--- src/rtl/core/shortest_path_finder_macros.svh ---
// assertion macros for the shortest path finder core
// used by the datapath; expects i_clk and i_rst_n in scope
`ifndef SHORTEST_PATH_FINDER_MACROS_SVH
`define SHORTEST_PATH_FINDER_MACROS_SVH
`ifndef ASSERT_OFF
`define SPF_ASSERT(label, prop, msg) \
    label: assert property (@(posedge i_clk) disable iff (!i_rst_n) prop) else $error(msg);
`define SPF_ASSERT_ALWAYS(label, prop, msg) \
    label: assert property (@(posedge i_clk) prop) else $error(msg);
`else
`define SPF_ASSERT(label, prop, msg)
`define SPF_ASSERT_ALWAYS(label, prop, msg)
`endif
`endif

--- src/rtl/core/spf_pkg.sv ---
// types, constants and codes for the shortest path finder
// no dependencies
`default_nettype none
package spf_pkg;
    localparam int MAX_NODES     = 16;
    localparam int WEIGHT_BITS   = 16;
    localparam int NODE_BITS     = $clog2(MAX_NODES);
    localparam int CNT_BITS      = NODE_BITS + 1;
    localparam int ADDR_BITS     = 2 * NODE_BITS;
    localparam int MATRIX_DEPTH  = MAX_NODES * MAX_NODES;
    localparam int COST_BITS     = 20;
    localparam int VTX_BITS      = 4;
    localparam int CFG_IDX_BITS  = 2;
    localparam int CFG_DATA_BITS = 8;

    localparam logic [CFG_IDX_BITS-1:0] CFG_VERTEX_COUNT = 2'd0;
    localparam logic [CFG_IDX_BITS-1:0] CFG_UNDIRECTED   = 2'd1;
    localparam logic [CFG_IDX_BITS-1:0] CFG_START        = 2'd2;
    localparam logic [CFG_IDX_BITS-1:0] CFG_END          = 2'd3;

    localparam logic [1:0] CMD_ADD   = 2'd0;
    localparam logic [1:0] CMD_CLEAR = 2'd1;
    localparam logic [1:0] CMD_RUN   = 2'd2;

    typedef struct packed {
        logic [1:0]             cmd;
        logic [VTX_BITS-1:0]    edge_from;
        logic [VTX_BITS-1:0]    edge_to;
        logic [WEIGHT_BITS-1:0] edge_weight;
    } t_in_word;

    typedef struct packed {
        logic [VTX_BITS-1:0]  path_vertex;
        logic [COST_BITS-1:0] path_cost;
        logic                 found;
        logic                 last;
    } t_out_word;

    typedef enum logic [3:0] {
        DP_NOP, DP_LOAD, DP_CLEAR, DP_EDGE_RD, DP_EDGE_WR, DP_INIT, DP_VISIT,
        DP_RELAX, DP_SEL_START, DP_SELECT, DP_WALK_START, DP_WALK, DP_EMIT,
        DP_NOPATH
    } t_dp_op;

    typedef struct packed {
        logic relax_done;
        logic sel_done;
        logic have;
        logic end_done;
        logic walk_last;
        logic emit_last;
        logic out_free;
        logic range_bad;
        logic undirected;
    } t_dp_stat;

    typedef enum logic [3:0] {
        S_IDLE, S_EDGE_RD, S_EDGE_WR, S_INIT, S_VISIT, S_RELAX, S_SEL_START,
        S_SELECT, S_WALK_START, S_WALK, S_EMIT, S_NOPATH
    } t_state;
endpackage
`default_nettype wire

--- src/rtl/core/spf_ctrl.sv ---
// sequencing state machine for edge loads and the path search
// depends on spf_pkg
`default_nettype none
module spf_ctrl (
    input  wire logic              i_clk,
    input  wire logic              i_rst_n,
    input  wire logic              i_in_valid,
    input  wire logic [1:0]        i_cmd,
    input  wire spf_pkg::t_dp_stat i_stat,
    output spf_pkg::t_dp_op        o_op,
    output logic                   o_in_ready
);
    import spf_pkg::*;

    t_state r_state, n_state;
    logic   r_second, n_second;

    always_ff @(posedge i_clk) begin
        if (!i_rst_n) begin
            r_state  <= S_IDLE;
            r_second <= 1'b0;
        end else begin
            r_state  <= n_state;
            r_second <= n_second;
        end
    end

    always_comb begin
        n_state  = r_state;
        n_second = r_second;
        case (r_state)
            S_IDLE: begin
                if (i_in_valid) begin
                    case (i_cmd)
                        CMD_ADD: begin
                            n_state  = S_EDGE_RD;
                            n_second = 1'b0;
                        end
                        CMD_RUN: n_state = i_stat.range_bad ? S_NOPATH : S_INIT;
                        default: n_state = S_IDLE;
                    endcase
                end
            end
            S_EDGE_RD: n_state = S_EDGE_WR;
            S_EDGE_WR: begin
                if (i_stat.undirected && !r_second) begin
                    n_state  = S_EDGE_RD;
                    n_second = 1'b1;
                end else begin
                    n_state = S_IDLE;
                end
            end
            S_INIT:      n_state = S_VISIT;
            S_VISIT:     n_state = S_RELAX;
            S_RELAX:     if (i_stat.relax_done) n_state = S_SEL_START;
            S_SEL_START: n_state = S_SELECT;
            S_SELECT: begin
                if (i_stat.sel_done) begin
                    if (i_stat.have)          n_state = S_VISIT;
                    else if (i_stat.end_done) n_state = S_WALK_START;
                    else                      n_state = S_NOPATH;
                end
            end
            S_WALK_START: n_state = S_WALK;
            S_WALK:       if (i_stat.walk_last) n_state = S_EMIT;
            S_EMIT:       if (i_stat.out_free && i_stat.emit_last) n_state = S_IDLE;
            S_NOPATH:     if (i_stat.out_free) n_state = S_IDLE;
            default:      n_state = S_IDLE;
        endcase
    end

    always_comb begin
        o_op       = DP_NOP;
        o_in_ready = 1'b0;
        case (r_state)
            S_IDLE: begin
                o_in_ready = 1'b1;
                if (i_in_valid) begin
                    case (i_cmd)
                        CMD_ADD:   o_op = DP_LOAD;
                        CMD_CLEAR: o_op = DP_CLEAR;
                        default:   o_op = DP_NOP;
                    endcase
                end
            end
            S_EDGE_RD:    o_op = DP_EDGE_RD;
            S_EDGE_WR:    o_op = DP_EDGE_WR;
            S_INIT:       o_op = DP_INIT;
            S_VISIT:      o_op = DP_VISIT;
            S_RELAX:      o_op = DP_RELAX;
            S_SEL_START:  o_op = DP_SEL_START;
            S_SELECT:     o_op = DP_SELECT;
            S_WALK_START: o_op = DP_WALK_START;
            S_WALK:       o_op = DP_WALK;
            S_EMIT:       o_op = DP_EMIT;
            S_NOPATH:     o_op = DP_NOPATH;
            default:      o_op = DP_NOP;
        endcase
    end
endmodule
`default_nettype wire

--- config.mk ---
export PLATFORM = sky130hd
export DESIGN_NAME = spf_ctrl
export DESIGN_NICKNAME = d
export VERILOG_FILES = /design/src/rtl/core/shortest_path_finder_macros.svh /design/src/rtl/core/spf_pkg.sv /design/src/rtl/core/spf_ctrl.sv
export SDC_FILE = /design/constraint.sdc
export NUM_CORES = 1
export LEC_CHECK = 0
export ABC_CLOCK_PERIOD_IN_PS = 1700
export BUFFER_PORTS_ARGS = -buffer_cell sky130_fd_sc_hd__buf_2
export CAP_MARGIN = 20
export CORE_AREA = 2 2 39 41
export DETAILED_ROUTE_END_ITERATION = 6
export DIE_AREA = 0 0 41 43
export GPL_TIMING_DRIVEN = 0
export PLACE_DENSITY = 0.66
export SYNTH_ARGS = -nofsm -noshare
export SYNTH_HDL_FRONTEND = slang
export SYNTH_SLANG_ARGS = --single-unit
--- constraint.sdc ---
create_clock -name i_clk -period 1.7 [get_ports i_clk]
set_input_delay 0.34 -clock i_clk [delete_from_list [all_inputs] [get_ports i_clk]]
set_output_delay 0.34 -clock i_clk [all_outputs]
set_load 0.01 [all_outputs]
-- After elaboration in Yosys (flattened, before gate mapping)
Index checks and enable logic that the tools add are counted.
- bits in registers: 5
- bits of input ports: 14
- output and inout port bits: 5
- equality and inequality tests: 21
- muxes and demuxes: 20
- reduce and logical (&&, ||, !) cells: 8
- operators with widths (cell ; count):
    $pmux 4 s12 ; 2
    $mux 4 ; 8
    $eq 4x3->1 const B ; 4
    $eq 4x4->1 const B ; 4
    $ne 2x2->1 const B ; 7
    $eq 4x2->1 const B ; 2
    $pmux 4 s2 ; 1
    $reduce_and 6->1 ; 1
    $mux 1 ; 5
    $eq 4x1->1 const B ; 1
    $logic_not 4->1 ; 1
    $mux 2 ; 2
    $pmux 2 s2 ; 1
    $reduce_and 4->1 ; 1
    $eq 2x1->1 const B ; 1
    $eq 2x2->1 const B ; 1
    $logic_and 1x1->1 ; 2
    $logic_not 2->1 ; 1
    $ne 2x1->1 const B ; 1
    $pmux 1 s2 ; 1
    $reduce_bool 2->1 ; 1
    $logic_not 1->1 ; 1

-- Logic depth before layout (Yosys ltp)
Gate-level depths: netlist of the first run.
- word-level depth: 4
- depth in mapped cells: 5
- mapped depth without buffers: 4

-- Least setup slack after synthesis of the first run
No wires, ideal clock.
- kind: register to output
- start: register r_state[2]
- end: output o_op[0]
- arrival: 1.054 ns
- data required time: 1.360 ns
- path slack: 0.306 ns
- cell stages (with the launch flop): 5
- path buffers: 1
- cell sequence: dfxtp_1 > buf_2 > nor3_4 > a31oi_1 > a21oi_1
- word-level cells in the longest chain between the ends: 2
- elaborated cells on any way between the ends: 13
- those cells by class: eq/ne (11); mux (1); reduce/logical (1)
- RTL lines (what ; RTL line ; RTL):
    from (decl) ; spf_ctrl.sv:15 ; t_state r_state, n_state;
    from (signal assigned) ; spf_ctrl.sv:23 ; r_state <= n_state;
    $eq 4x4->1 (tied with other cells) ; spf_ctrl.sv:75 ; case (r_state)
    $pmux 4 s12 * ; spf_ctrl.sv:75 ;
    to (decl) ; spf_ctrl.sv:10 ; output spf_pkg::t_dp_op o_op,
Every way passes the cells marked *; elsewhere a longest branch is shown, timed or not.

-- Worst setup path after layout of the first run
- start: register r_state[0]
- end: output o_op[0]
Same word-level chain as after synthesis.

==> results of run 1 <==
-- flip-flops by register name, indices dropped and copies added (netlist names) --
| signal | cells |
|---|---|
| r_second | 1 |
| r_state | 4 |
-- area by class of cell --
type / instances / area, µm² / area share (%)
multi-input combinational: 52 / 367 / 53.8
timing repair buffer: 21 / 113 / 16.5
sequential: 5 / 106 / 15.6
buffer: 4 / 42.5 / 6.24
clock buffer: 4 / 26.3 / 3.85
tap: 16 / 20.0 / 2.94
inverter: 2 / 7.51 / 1.10
-- how the worst min path moves through the flow --
stage / end / slack [ns] / from
2_1_floorplan: r_state[3]$_SDFFE_PN0P_ / 0.46 / i_rst_n
3_3_place_gp: r_second$_SDFFE_PN0P_ / 0.52 / r_second$_SDFFE_PN0P_
3_5_place_dp: r_second$_SDFFE_PN0P_ / 0.54 / r_second$_SDFFE_PN0P_
4_1_cts: r_state[1]$_SDFFE_PN0P_ / 0.37 / i_rst_n
5_1_grt: r_state[1]$_SDFFE_PN0P_ / 0.37 / i_rst_n
6_report: r_state[3]$_SDFFE_PN0P_ / 0.38 / i_rst_n
-- metrics by stage --
| stage | utilization [%] | hold slack, ns | std cells |
|---|---|---|---|
| 3_5_place_dp | 44.0 | 0.539 | 97 |
| 3_3_place_gp | 44.0 | 0.523 | 97 |
| 2_1_floorplan | - | 0.458 | 63 |
| 6_report | 49.3 | 0.381 | 104 |
| 4_1_cts | 46.7 | 0.373 | 102 |
| 5_1_grt | 49.3 | 0.373 | 104 |
-- power by group --
part | switching [mW] | internal, mW | total (mW)
clock network | 0.0439 | 0.0884 | 0.132
logic | 0.187 | 0.185 | 0.372
registers | 0.0237 | 0.138 | 0.162
total | 0.255 | 0.411 | 0.666
-- per-layer routing --
metal | track usage [%] | vias to the layer above | wire (µm)
met3 | 1.57 | 2 | 26
met5 | 0 | - | 0
met1 | 17.8 | 251 | 560
met2 | 25.6 | 8 | 598
li1 | - | 296 | -
met4 | 8.00 | 0 | 14
-- logic make-up after synthesis --
kind of cell,after synthesis
AO/OA/AOI/OAI,23
flip-flops,5
AND/OR/NAND/NOR,29
buffers and inverters,6
-- timing repair --
action,4_1_cts,5_1_grt
gates resized for setup,1,11
buffers inserted,1,2
setup endpoints to repair,2,5
pin swaps,1,2
-- cells in the final DEF, fill, tap and decap left out, types with 2 or more instances in the layout --
cell / count
a21oi_1: 4
a31oi_1: 2
and4bb_1: 2
buf_2: 18
buf_4: 3
buf_6: 2
clkbuf_4: 3
dfxtp_1: 2
dfxtp_2: 2
inv_1: 2
nand2_1: 4
nand3_1: 2
nor2_1: 5
nor2b_1: 4
nor4_1: 2
o21a_1: 3
o21ai_0: 2
o221a_1: 2
==> metrics.md, run 1 <==
| Metric | Value |
|---|---|
| H-tree Lvls | 1 |
| Setup Viol. Count Final | 0 |
| Slew margin rel. | 68.0% |
| Power density over cell area | 977 nW/µm² |
| Core Footprint | 1380 µm² |
| CP startpoint | r_state[0]$_SDFFE_PN0P_ |
| Worst-Skew Late Latency | 0.24 ns |
| R2r setup slk | 0.30 ns |
| Final Skew | 0.0000383 ns |
| Max stage delay cell, worst path | dfxtp_2 |
| Cells after Synth | 63 |
| Top cell type's share of synthesized area | 20.1% |
| Fraction of the mapped netlist area in simple logic gates | 39.1% |
| GRT Total Usage | 15.3% |
| Count of pins over their slew limit | 0 |
| Placer Congestion | 0.795 |
| DRT Wirelength | 1.20 mm |
| Area after DPL | 609 µm² |
| Final Cycle Share | 95.3% |
| Synth Area in XOR/XNOR | 0% |
| Final Critical Period | 1.62 ns |
| Worst Slack Setup Final | 0.0796 ns |
| Critical path required time | 1.36 ns |
| EDFF count, synth | 0 |
| Worst Path Buf+Inv | 2 |
| Post-Syn Area | 499 µm² |
| Via/cell ratio | 5.36 |
| Cell depth of the worst setup path | 5 |
| Post-CTS Hold Buffers | 0 |
| Worst slack, placed | 0.173 ns |
| Rows | 14 |
| Hold Path Depth | 2 |
| Distinct cells, synth | 36 |
| Total Negative Setup Slacks | 0 ns |
| Post-Synth Adder-Cell Area | 0% |
| FILL cells | 154 |
| Worst-case clock buffer depth | 2 |
| Via count | 557 |
| Area leader, netlist | dfxtp_1 |
| Synth Area in Compound Gates | 34.3% |
| Hold Vio Cnt, Final | 0 |
| I/O pins | 19 |
| Vias in the first global route | 471 |
| Startpoint types | flop |
| Max incr delay on CP | 0.33 ns |
| Placed wire-length estimate | 946 µm |
| Status | finished, final reports clean |
| Mapped Avg Cell Area | 7.92 µm² |
| Seq/Total Area, Yosys | 20.1% |
| Nets | 103 |
| Routed length per instance | 11.5 µm |
| Post-synthesis net count | 77 |
| CTS Sinks | 5 |
| CTS tree | built |
| Worst VDD drop | 403 µV |
| Antenna violations before repair | 0 |
| CTS Root Cell | clkbuf_4 |
| TritonRoute pass-1 iters | 3 |
| RSZ-0062 raised after global routing | true |
| Main combinational cell family by area after synthesis | simple AND/OR/NAND/NOR gates |
| Crit-path cells | buf_6 -> nor3_4 -> a31oi_1 -> a21oi_1 -> buf_2 |
| HP Class | input port to flop |
| Die Ht | 43 µm |
| GRT overflow | 0 |
| Clock slew seen by the registers of the worst setup and hold paths | 0.04 ns |
| Critical Path End | o_op[0] |
| Async set-or-reset flop fraction in the synthesized netlist | 0% |
| N_diodes | 0 |
| Area growth syn-to-layout | 36.6% |
| Measured slew at the worst slew-check pin | 0.475 ns |
| Worst reg2reg path endpoint | r_state[0]$_SDFFE_PN0P_ |
| CTS buffer count | 3 |
| Share of cells above drive strength 1 | 39.8% |
| Worst setup EP type | primary output |
| Worst reg2reg path startpoint | r_state[2]$_SDFFE_PN0P_ |
| Initial Util | 36.1% |
| Yosys reg bits | 5 |
| Die ar. | 1760 µm² |
| Global-route wire length before repair | 1.85 mm |
| Total power | 666 µW |
| Arr. time, crit path | 1.28 ns |
| Worst-case reg-to-reg path depth | 4 |
| Iteration-0 DRC count of the detailed router | 6 |
| CP Class | flop to primary output |
| Synth top area cells | dfxtp_1 20%, and4bb_1 5.0%, nor2b_1 5.0%, o21a_1 4.5%, o221a_1 4.5% |
| Finished Cell Area | 682 µm² |
| Post-route antenna net violation count | 0 |
| Synth top cells by count | 5 x dfxtp_1, 5 x nor2_1, 4 x a21oi_1, 4 x nand2_1, 4 x nor2b_1 |
| CP max FO | 10 |
| Mux cell area share after synthesis | 0% |
| Peak Freq | 0.617 GHz |
| Port Buffer Count | 18 |
| Predominant post-synthesis flop cell | dfxtp_1 |
| Max Cap Viol | 0 |
| DRC | 0 |
| Crit-path leading delay family | flip-flops |
| Total number of yosys warnings | 0 |
| Die Wd | 41 µm |
| Leakage | 0.300 nW |
| Largest net degree at the start of global routing | 11 |
Note: power is estimated with default switching activity, not from simulation.
==> run 2: changes to the inputs <==
==> constraint.sdc (replaced) <==
create_clock -name i_clk -period 1.7 [get_ports i_clk]
set_input_delay 0.17 -clock i_clk [delete_from_list [all_inputs] [get_ports i_clk]]
set_output_delay 0.17 -clock i_clk [all_outputs]
set_load 0.01 [all_outputs]
==> metrics.md, run 2 (same netlist as run 1, synthesis figures left out) <==
| Metric | Value |
|---|---|
| Worst-case reg-to-reg path depth | 5 (was 4) |
| Min-delay src | i_rst_n (unchanged) |
| Antenna violations before repair | 0 (unchanged) |
| DRT Wirelength | 1.20 mm (about the same) |
| Setup Viol. Count Final | 0 (unchanged) |
| Area after DPL | 609 µm² (unchanged) |
| Vias in the first global route | 454 (was 471) |
| Max Cap Viol | 0 (unchanged) |
| CTS Sinks | 5 (unchanged) |
| Most common cell after layout, fill and taps aside | buf_2 (unchanged) |
| GRT overflow | 0 (unchanged) |
| Most frequent cells in the layout | 18 x buf_2, 5 x clkbuf_4, 5 x nor2_1, 5 x dfxtp_1 (was 18 x buf_2, 5 x nor2_1, 4 x nor2b_1, 4 x a21oi_1, 4 x nand2_1) |
| Worst VDD drop | 397 µV (was 403 µV) |
| R2r setup slk | 0.28 ns (was 0.30 ns) |
| Global-route wire length before repair | 1.79 mm (was 1.85 mm) |
| Hold Crit Endpoint | r_state[1]$_SDFFE_PN0P_ (was r_state[3]$_SDFFE_PN0P_) |
| Post-route antenna net violation count | 0 (unchanged) |
| Measured slew at the worst slew-check pin | 0.473 ns (was 0.475 ns) |
| Placed wire-length estimate | 946 µm (unchanged) |
| Largest net degree at the start of global routing | 11 (unchanged) |
| Crit-path cells | clkbuf_4 -> nor3_4 -> a31oi_1 -> a21oi_1 -> buf_2 (was buf_6 -> nor3_4 -> a31oi_1 -> a21oi_1 -> buf_2) |
| Core Footprint | 1380 µm² (unchanged) |
| Clock slew seen by the registers of the worst setup and hold paths | 0.04 ns (about the same) |
| H-tree Lvls | 1 (unchanged) |
| Final Cycle Share | 92.1% (was 95.3%) |
| Max stage delay cell, worst path | dfxtp_1 (was dfxtp_2) |
| Area growth syn-to-layout | 29.8% (was 36.6%) |
| CP Class | flop to primary output (unchanged) |
| Slew margin rel. | 68.2% (was 68.0%) |
| Worst setup EP type | primary output (unchanged) |
| Peak Freq | 0.639 GHz (was 0.617 GHz) |
| I/O pins | 19 (unchanged) |
| Share of cells above drive strength 1 | 33.7% (was 39.8%) |
| Via/cell ratio | 5.46 (was 5.36) |
| Final Skew | 0.000349 ns (was 0.0000383 ns) |
| HP Class | input port to flop (unchanged) |
| Die ar. | 1760 µm² (unchanged) |
| Critical path required time | 1.53 ns (was 1.36 ns) |
| Arr. time, crit path | 1.40 ns (was 1.28 ns) |
| Met3 usage | 1.57% (unchanged) |
| Via count | 557 (unchanged) |
| Grt peak-use layer | met2 (unchanged) |
| Power density over cell area | 1010 nW/µm² (was 977 nW/µm²) |
| CP max FO | 10 (unchanged) |
| Startpoint types | flop (unchanged) |
| Die Wd | 41 µm (unchanged) |
| Total power | 653 µW (was 666 µW) |
| Iteration-0 DRC count of the detailed router | 9 (was 6) |
| Finished Cell Area | 648 µm² (was 682 µm²) |
| Count of pins over their slew limit | 0 (unchanged) |
| Worst reg2reg path startpoint | r_state[0]$_SDFFE_PN0P_ (was r_state[2]$_SDFFE_PN0P_) |
| Worst-case clock buffer depth | 2 (unchanged) |
| Post-CTS Hold Buffers | 0 (unchanged) |
| Worst reg2reg path endpoint | r_state[0]$_SDFFE_PN0P_ (unchanged) |
| Leakage | 0.280 nW (was 0.300 nW) |
| Die Ht | 43 µm (unchanged) |
| Placer Congestion | 0.795 (unchanged) |
| Final Critical Period | 1.57 ns (was 1.62 ns) |
| Routed length per instance | 11.8 µm (was 11.5 µm) |
| N_diodes | 0 (unchanged) |
| Hold Vio Cnt, Final | 0 (unchanged) |
| Met1 GRT Util | 17.8% (unchanged) |
| Status | finished, final reports clean (unchanged) |
| RSZ-0062 raised after global routing | false (was true) |
| CTS tree | built (unchanged) |
| Nets | 101 (was 103) |
| CTS Root Cell | clkbuf_4 (unchanged) |
| Biggest register | r_state (unchanged) |
| CTS buffer count | 3 (unchanged) |
| Max incr delay on CP | 0.35 ns (was 0.33 ns) |
| GRT met2 Usage | 24.4% (was 25.6%) |
| Total Negative Setup Slacks | 0 ns (unchanged) |
| Min Hold Slack | 0.203 ns (was 0.381 ns) |
| Initial Util | 36.1% (unchanged) |
| Rows | 14 (unchanged) |
| Worst-Skew Late Latency | 0.24 ns (about the same) |
| Max reg flops | 4 (unchanged) |
| GRT Total Usage | 14.9% (was 15.3%) |
| Port Buffer Count | 18 (unchanged) |
| TritonRoute pass-1 iters | 4 (was 3) |
| Hold Path Depth | 2 (unchanged) |
| DRC | 0 (unchanged) |
| Regs by FF count | r_state x4, r_second x1 (unchanged) |
run 2: cell count changes in the layout (fill, tap and decap cells not counted), moves of 2 or more:
cell,previous run,this run
buf_4,3,1
clkbuf_4,3,5
dfxtp_1,2,5
dfxtp_2,2,0
run 2: power by group:
| group | internal [mW] | switching (mW) |
|---|---|---|
| combinational | 0.175 | 0.186 |
| sequential | 0.136 | 0.0230 |
| clock | 0.0885 | 0.0442 |
run 2: how the worst max path moves through the flow:
| stage | startpoint | endpoint | slack, ns | cells after the start |
|---|---|---|---|---|
| 2_1_floorplan | r_state[0]$_SDFFE_PN0P_ | r_state[0]$_SDFFE_PN0P_ | 0.42 | 5 |
| 3_3_place_gp | r_state[3]$_SDFFE_PN0P_ | r_state[0]$_SDFFE_PN0P_ | 0.29 | 4 |
| 3_5_place_dp | r_state[0]$_SDFFE_PN0P_ | r_state[0]$_SDFFE_PN0P_ | 0.29 | 5 |
| 4_1_cts | r_state[2]$_SDFFE_PN0P_ | o_op[0] | 0.08 | 5 |
| 5_1_grt | r_state[3]$_SDFFE_PN0P_ | o_op[0] | 0.007 | 5 |
| 6_report | r_state[3]$_SDFFE_PN0P_ | o_op[0] | 0.13 | 5 |
run 2: critical path, delay by kind of cell, from the launching register on:
| family | cells | cell delay [ns] |
|---|---|---|
| AO/OA/AOI/OAI | 2 | 0.23 |
| buffers and inverters | 2 | 0.35 |
| flip-flops | 1 | 0.35 |
| AND/OR/NAND/NOR | 1 | 0.24 |
run 2: cell type report:
| cell class | instances | area (µm²) |
|---|---|---|
| multi-input combinational | 52 | 367 |
| timing repair buffer | 19 | 97.6 |
| fill | 157 | 736 |
| inverter | 2 | 7.51 |
| sequential | 5 | 100 |
| clock buffer | 4 | 26.3 |
| tap | 16 | 20.0 |
| buffer | 4 | 30.0 |
run 2: layer usage:
metal  up-vias  routed length (µm)
met1       254                 556
met2         8                 604
met5         -                   0
met4         0                  14
li1        293                   -
met3         2                  26
run 2: through the flow:
stage                     std cells  worst slack, ns  util (%)
after floorplan                  63            0.424         -
after global placement           97            0.292      44.0
after CTS                       101           0.0762      45.9
after detailed placement         97            0.290      44.0
final                           102            0.134      46.8
after global routing            102          0.00683      46.8
run 2: timing repair:
| item | 4_1_cts | 5_1_grt |
|---|---|---|
| endpoints found under the setup margin | 0 | 2 |
| resized for setup | 0 | 2 |
| setup buffers | 0 | 1 |
| hold endpoints to repair | 0 | 0 |
